`src/rtl/double_ended_queue_macros.svh`:
```
// Assertion macros for the double-ended queue RTL.
// Included by files that carry concurrent checks; depends on clk and rst_n in scope.
`ifndef DOUBLE_ENDED_QUEUE_MACROS_SVH
`define DOUBLE_ENDED_QUEUE_MACROS_SVH

`ifndef SYNTHESIS

// check a condition at every clock edge outside reset
`define DEQ_ASSERT_ALWAYS(lbl, cond) \
  lbl: assert property (@(posedge clk) disable iff (!rst_n) (cond)) \
    else $error("deque check failed");

// check that a condition holds in the cycle after a trigger
`define DEQ_ASSERT_NEXT(lbl, ante, cons) \
  lbl: assert property (@(posedge clk) disable iff (!rst_n) (ante) |=> (cons)) \
    else $error("deque check failed");

`else

`define DEQ_ASSERT_ALWAYS(lbl, cond)
`define DEQ_ASSERT_NEXT(lbl, ante, cons)

`endif

`endif

```
`src/rtl/deq_pkg.sv`:
```
// Shared types and constants for the double-ended queue.
// No dependencies; used by deq_cell and double_ended_queue.
package deq_pkg;

  localparam int CAPACITY_DEF = 64;
  localparam int WORD_W       = 64;
  localparam int COUNT_W      = 7;

  typedef enum logic [1:0] {
    MODE_PUSH_TAIL = 2'd0,
    MODE_POP_TAIL  = 2'd1,
    MODE_PUSH_HEAD = 2'd2,
    MODE_POP_HEAD  = 2'd3
  } mode_t;

  typedef enum logic [1:0] {
    ST_OK    = 2'd0,
    ST_EMPTY = 2'd1,
    ST_FULL  = 2'd2
  } status_t;

  typedef struct packed {
    mode_t              mode;
    logic [WORD_W-1:0]  data_in;
  } in_item_t;

  typedef struct packed {
    logic [WORD_W-1:0]  data_out;
    status_t            status;
    logic [COUNT_W-1:0] count;
  } out_item_t;

  // work for the whole cell row: row moves and the word
  typedef struct packed {
    logic              push_tail;
    logic              pop_tail;
    logic              push_head;
    logic              pop_head;
    logic [WORD_W-1:0] word;
  } cell_ctl_t;

endpackage

```
`src/rtl/deq_cell.sv`:
```
// One storage cell of the deque row: a valid bit and an entry word.
// Depends on deq_pkg; neighbors are wired by double_ended_queue.
module deq_cell (
  input  logic                      clk,
  input  logic                      rst_n,
  input  deq_pkg::cell_ctl_t        ctl,
  input  logic                      left_valid,
  input  logic [deq_pkg::WORD_W-1:0] left_data,
  input  logic                      right_valid,
  input  logic [deq_pkg::WORD_W-1:0] right_data,
  output logic                      valid,
  output logic [deq_pkg::WORD_W-1:0] data,
  output logic                      is_last
);
  import deq_pkg::*;

  logic              valid_r, valid_nxt;
  logic [WORD_W-1:0] data_r, data_nxt;
  logic              tail_slot;

  // first empty cell behind the last valid one takes a tail push
  assign tail_slot = !valid_r && left_valid;
  assign is_last   = valid_r && !right_valid;

  // head push shifts tailward, head pop headward, else tail push or pop
  always_comb begin
    valid_nxt = valid_r;
    data_nxt  = data_r;
    if (ctl.push_head) begin
      valid_nxt = left_valid;
      data_nxt  = left_data;
    end else if (ctl.pop_head) begin
      valid_nxt = right_valid;
      data_nxt  = right_data;
    end else if (ctl.push_tail && tail_slot) begin
      valid_nxt = 1'b1;
      data_nxt  = ctl.word;
    end else if (ctl.pop_tail && is_last) begin
      valid_nxt = 1'b0;
    end
  end

  always_ff @(posedge clk) begin
    if (!rst_n) begin
      valid_r <= 1'b0;
    end else begin
      valid_r <= valid_nxt;
    end
  end

  always_ff @(posedge clk) begin
    data_r <= data_nxt;
  end

  assign valid = valid_r;
  assign data  = data_r;

endmodule

```
`config.mk`:
```
export PLATFORM = sky130hd
export DESIGN_NAME = deq_cell
export DESIGN_NICKNAME = d
export VERILOG_FILES = /design/src/rtl/double_ended_queue_macros.svh /design/src/rtl/deq_pkg.sv /design/src/rtl/deq_cell.sv
export SDC_FILE = /design/constraint.sdc
export NUM_CORES = 1
export LEC_CHECK = 0
export ABC_AREA = 0
export BUFFER_PORTS_ARGS = -buffer_cell sky130_fd_sc_hd__buf_2
export CAP_MARGIN = 20
export CORE_ASPECT_RATIO = 0.5
export CORE_UTILIZATION = 40
export CTS_CLUSTER_SIZE = 16
export DETAILED_ROUTE_END_ITERATION = 8
export MAX_ROUTING_LAYER = met4
export PLACE_DENSITY_LB_ADDON = 0.25
export SYNTH_ARGS = -nofsm -noshare
export SYNTH_HDL_FRONTEND = slang
export SYNTH_SLANG_ARGS = --single-unit
export TNS_END_PERCENT = 20
```
`constraint.sdc`:
```
create_clock -name clk -period 6.19 [get_ports clk]
set_input_delay 1.5475 -clock clk [delete_from_list [all_inputs] [get_ports clk]]
set_output_delay 1.5475 -clock clk [all_outputs]
set_load 0.02 [all_outputs]
```
==> summary.md, run 1 <==
| Metric | Value |
|---|---|
| Outcome | `complete, no violations` |
| Fraction of registers with async set/reset | `0%` |
| Net Sw Frac | `25.4%` |
| Compound-Gate Fraction of Synth Area | `10.3%` |
| Post-synthesis mux area share | `18.9%` |
| Total CTS buffers | `9` |
| Maximum number of pins on one net before global-route repair | `75` |
| Fmax | `0.285 GHz` |
| Initial antenna violation count | `0` |
| Hold Path Class | `register to register` |
| Synth Area in Simple Gates | `7.84%` |
| Hold Path Depth | `2` |
| Worst setup EP type | `output pin` |
| Vias in the first global route | `2,675` |
| Hold WS | `750 ps` |
| Fin Setup TNS | `0 ps` |
| Post-synthesis adder-cell area fraction | `0%` |
| Worst path required time | `4640 ps` |
| Slew headroom | `31.6%` |
| Worst Path Buf+Inv | `2` |
| Yosys top cell area share | `56.6%` |
| XOR/XNOR Fraction of Synth Area | `0%` |
| Longest Clk Path Bufs | `2` |
| I/O Buffers | `265` |
| Logic pwr share | `19.9%` |
| Share of cells above drive strength 1 | `51.7%` |
| Reg2Reg Depth | `2` |
| Synth Net Count | `489` |
| CP max-delay cell | `buf_2` |
| Most used DFF post-synth | `edfxtp_1` |
| Synth area leaders | `edfxtp_1, mux2i_1, o21ai_1` |
| RSZ-0062 raised after global routing | `false` |
| CP delay by family, top | `buffers and inverters` |
| Avg Cell Area, Syn | `11.8 um2` |
| Die area | `8890 um2` |
| Final Hold Fails | `0` |
| WP depth | `3` |
| Pre-Repair DR Iteration Count | `4` |
| Max IR drop VDD | `164 uV` |
| CP Max Fanout | `3` |
| Vias | `2,981` |
| Clock latency at the later pin of the worst-skew pair | `320 ps` |
| First-pass GRT wire length | `12.3 mm` |
| Core area | `8120 um2` |
| Crit share post-route | `56.7%` |
| Routed Antenna Nets | `0` |
| P_leak | `2.53 nW` |
| Initial DRC count | `83` |
| Wire per inst | `12.6 um` |
| WS Path Type | `input pin to output pin` |
| Largest family of logic cells by synthesized area | `multiplexers` |
| Worst Slack Setup Final | `2680 ps` |
| Synth Cell Area | `3400 um2` |
| Gr usage total | `18.8%` |
| Register area share after synthesis | `57.1%` |
| Post-cts sizing count | `0` |
| Max Clock Skew | `2.70 ps` |
| Power Density | `256 nW/um2` |
| Power share of the clock group | `37.2%` |
| NetSw | `0.324 mW` |
| Fin nets | `746` |
| Dpl ws | `2700 ps` |
| Yosys warns | `0` |
| Post-DP HPWL | `6.56 mm` |
| Worst setup SP type | `input pin` |
| Crit-path most repeated cell | `buf_2` |
| Reg power frac | `42.9%` |
| Most frequent cell after synthesis | `nand2_1` |
| Cell area after layout | `4990 um2` |
| Slew Limit Fails | `0` |
| Die Wd | `132 um` |
| Number of I/O pins | `266` |
| Worst-Margin Slew | `1020 ps` |
| Internal power | `0.953 mW` |
| Synth cell count leaders | `nand2_1, o21ai_1, edfxtp_1, mux2i_1, buf_2` |
| CTS sink count | `65` |
| Arrival time at the worst endpoint | `1960 ps` |
| Netlist cell types | `16` |
| Pwr Total | `1.28 mW` |
| Initial core utilization | `41.9%` |
| Die span in y | `67.2 um` |
| Min Tclk post-route | `3510 ps` |
| Synth Instances | `289` |
| Root Driver | `clkbuf_16` |
| Antenna cells | `0` |
| Hold_buf cts | `0` |
| H-tree levels | `3` |
| WL final | `8.38 mm` |
| CTS tree | `yes` |
| Area grow syn2layout | `46.9%` |
| Number of cell rows | `23` |
| Max_cap viols | `0` |
| Overflow after GRT | `0` |
| Vias per cell | `4.50` |
| Synth Register Bits | `65` |
| Post-DP Area | `4710 um2` |
| Max stage delay on crit path | `180 ps` |
| Clk pin slew, worst setup/hold paths | `50 ps` |
| Worst-path cell chain | `buf_2, nor2b_1, buf_2` |
| Post-CTS setup buffer count | `0` |
| Dominant cell type by area after synthesis | `edfxtp_1` |
| Post-route DRC | `0` |
| Gpl congestion | `0.746` |
| Number of synthesized flops with an enable pin | `64` |
| Final count of negative-setup-slack endpoints | `0` |
==> path summary, 6_finish.rpt <==
check | end | startpoint | slack [ps]
setup / recovery | is_last | right_valid | 2680
hold / removal | valid | valid | 750
setup reg to reg | data[48] | valid | 4130
hold reg to reg | valid | valid | 750
==> layer usage <==
| layer | up-vias | GRT usage, % | part of all wire (%) |
|---|---|---|---|
| met5 | - | - | 0 |
| met4 | 0 | 7.90 | 1.4 |
| li1 | 1569 | - | - |
| met3 | 14 | 5.26 | 6.4 |
| met1 | 1285 | 20.0 | 39 |
| met2 | 113 | 34.0 | 53 |
==> flip-flops by register name, summed over array words and instances, names as in the netlist <==
name   flops
valid      1
data      64
==> metrics by stage <==
stage	instances	util (%)
2_1_floorplan	289	-
3_3_place_gp	647	58.0
3_5_place_dp	647	58.0
4_1_cts	663	61.5
5_1_grt	663	61.5
6_report	663	61.5
==> logic make-up after synthesis <==
family,after synthesis
buffers and inverters,23
AO/OA/AOI/OAI,68
AND/OR/NAND/NOR,69
multiplexers,64
flip-flops,65
==> tightest hold or removal path: stages, from the launching register on <==
cell	delay [ps]
dfxtp_1	360
a21boi_0	150
o211a_1	200
==> area by class of cell <==
cell class / instances / area, um2
tap: 112 / 140
clock buffer: 9 / 225
fill: 691 / 3120
inverter: 1 / 3.75
timing repair buffer: 268 / 1350
sequential: 65 / 1940
clock inverter: 7 / 61.3
multi-input combinational: 201 / 1270
==> cells in the final DEF (no fill, tap or decap) <==
cell,count
mux2i_1,64
nor2b_1,2
edfxtp_1,64
o21ai_4,1
bufinv_16,1
inv_1,1
nand2_1,66
nor2_2,1
a21boi_0,1
dfxtp_1,1
buf_2,263
o21ai_1,65
clkinv_1,1
clkinv_2,4
clkinvlp_4,1
clkbuf_16,9
buf_4,5
o211a_1,1
==> power by group through the flow <==
| stage | Sequential [mW] | Combinational (mW) | Clock (mW) |
|---|---|---|---|
| floorplan | 0.617 | 0.0872 | 0 |
| global placement | 0.555 | 0.253 | 0 |
| detailed placement | 0.557 | 0.257 | 0 |
| CTS | 0.548 | 0.257 | 0.486 |
| global route | 0.552 | 0.277 | 0.507 |
| finish | 0.548 | 0.253 | 0.476 |
Note: power is estimated with default switching activity, not from simulation.
==> inputs of run 2 (changes only) <==
- clock period: 6.19 -> 3.4 ns (I/O delays scaled with it)
==> summary.md, run 2 (synthesis results as in run 1) <==
| Metric | Value |
|---|---|
| Number of cell rows | `23 (unchanged)` |
| Share of cells above drive strength 1 | `51.1% (-0.64 points)` |
| Number of I/O pins | `266 (unchanged)` |
| Worst setup SP type | `input pin` |
| Hold Path Class | `register to register` |
| Most common cell after layout, fill and taps aside | `buf_2` |
| Vias per cell | `4.56 (+1.4%)` |
| Routed Antenna Nets | `0 (unchanged)` |
| RSZ-0062 raised after global routing | `false` |
| I/O Buffers | `265 (unchanged)` |
| Die span in y | `67.2 um (unchanged)` |
| Antenna cells | `0 (unchanged)` |
| Vias | `3,028 (+1.6%)` |
| Cell area after layout | `5020 um2 (+0.50%)` |
| Wire per inst | `13.1 um (+3.9%)` |
| Max reg flops | `64 (unchanged)` |
| Net Sw Frac | `25.0% (-0.35 points)` |
| Vias in the first global route | `2,695 (+0.75%)` |
| CTS sink count | `65 (unchanged)` |
| Max Clock Skew | `3.85 ps (+1.15 ps)` |
| Worst path required time | `2550 ps (-2090 ps)` |
| Pre-Repair DR Iteration Count | `4 (unchanged)` |
| Initial DRC count | `115 (+39%)` |
| WL final | `8.72 mm (+4.1%)` |
| NetSw | `0.581 mW (+79%)` |
| H-tree levels | `3 (unchanged)` |
| Power share of the clock group | `36.8% (-0.4 points)` |
| Slew headroom | `59.1% (+28 points)` |
| Worst setup EP type | `output pin` |
| Post-DP Area | `4740 um2 (+0.69%)` |
| Post-DP HPWL | `6.63 mm (+1.1%)` |
| Post-CTS setup buffer count | `0 (unchanged)` |
| Logic pwr share | `20.2% (+0.3 points)` |
| Maximum number of pins on one net before global-route repair | `131 (+75%)` |
| P_leak | `2.54 nW (+0.35%)` |
| Max IR drop VDD | `305 uV (+86%)` |
| Initial antenna violation count | `0 (unchanged)` |
| Area grow syn2layout | `47.6%` |
| Outcome | `complete, no violations` |
| Internal power | `1.74 mW (+82%)` |
| Post-layout util | `61.8% (+0.31 points)` |
| Hold Crit Start | `valid` |
| Final count of negative-setup-slack endpoints | `0 (unchanged)` |
| Gpl congestion | `0.829 (+11%)` |
| Post-cts sizing count | `0 (unchanged)` |
| WS Path Type | `input pin to output pin` |
| Min Tclk post-route | `2090 ps` |
| Core area | `8120 um2 (unchanged)` |
| Crit share post-route | `61.6%` |
| Leading cell types in the layout, fill and taps excluded | `buf_2, nand2_1, o21ai_1` |
| CTS tree | `yes` |
| First-pass GRT wire length | `12.7 mm (+3.2%)` |
| Die Wd | `132 um (unchanged)` |
| Overflow after GRT | `0 (unchanged)` |
| Gr usage total | `19.2% (+0.44 points)` |
| Power Density | `462 nW/um2 (+81%)` |
| Clock latency at the later pin of the worst-skew pair | `320 ps (about the same)` |
| Slew Limit Fails | `0 (unchanged)` |
| Longest Clk Path Bufs | `2 (unchanged)` |
| Final Hold Fails | `0 (unchanged)` |
| Fin Setup TNS | `0 ps (unchanged)` |
| Reg power frac | `43.0% (about the same)` |
| Hold WS | `743 ps (-7.44 ps)` |
| Max_cap viols | `0 (unchanged)` |
| Total CTS buffers | `9 (unchanged)` |
| Root Driver | `clkbuf_16` |
| Initial core utilization | `41.9% (unchanged)` |
| Setup crit start | `right_valid` |
| Hold_buf cts | `0 (unchanged)` |
| Clk pin slew, worst setup/hold paths | `50 ps (about the same)` |
| Arrival time at the worst endpoint | `1240 ps (-720 ps)` |
| FF-to-FF Start | `valid` |
| CP Max Fanout | `3 (unchanged)` |
| Worst-Margin Slew | `613 ps (-409 ps)` |
| Post-route DRC | `0 (unchanged)` |
| Layout fillers | `704 (+1.9%)` |
| Fmax | `0.478 GHz` |
| Die area | `8890 um2 (unchanged)` |
| Fin nets | `747 (+0.13%)` |
## run 2: changes by cell type in the layout (fill, tap and decap cells not counted), sizes merged
cell and delta:
buf +1, clkbuf +2, clkinv -1, clkinvlp -1
## run 2: layer usage
layer	global-route usage (%)	vias to the layer above	routed length, um
met4	5.60	0	82
li1	-	1571	-
met5	-	-	0
met2	36.0	118	4650
met1	20.2	1330	3420
met3	5.78	9	567
## run 2: per-stage QoR
| stage | instances | power (mW) | worst slack (ps) |
|---|---|---|---|
| 4_1_cts | 664 | 2.35 | 1310 |
| 3_5_place_dp | 648 | 1.49 | 1270 |
| 2_1_floorplan | 289 | 1.28 | 365 |
| 3_3_place_gp | 648 | 1.48 | 1300 |
| 5_1_grt | 664 | 2.42 | 1290 |
| 6_report | 664 | 2.32 | 1310 |
## run 2: final cells by class
| class | count | area, um2 | share of cell area [%] |
|---|---|---|---|
| sequential | 65 | 1940 | 38.7 |
| clock buffer | 11 | 233 | 4.64 |
| multi-input combinational | 201 | 1270 | 25.2 |
| clock inverter | 5 | 46.3 | 0.923 |
| tap | 112 | 140 | 2.79 |
| timing repair buffer | 269 | 1390 | 27.6 |
| inverter | 1 | 3.75 | 0.0748 |
## run 2: worst max-delay path, cell delays in order
cell and delay (ps):
buf_2 120, nor2b_1 100, buf_2 170
## run 2: power by group through the flow
stage	clock (mW)	sequential, mW	combinational, mW
after floorplan	0	1.12	0.159
after global placement	0	1.01	0.468
after detailed placement	0	1.01	0.474
after CTS	0.881	0.998	0.475
after global routing	0.907	1.00	0.510
final	0.853	0.997	0.468
## run 2: worst paths after layout
check             cells past startpoint  endpoint  slack (ps)
setup reg to reg                      2  data[45]        1930
hold reg to reg                       2     valid         740
setup / recovery                      3   is_last        1310
hold / removal                        2     valid         740
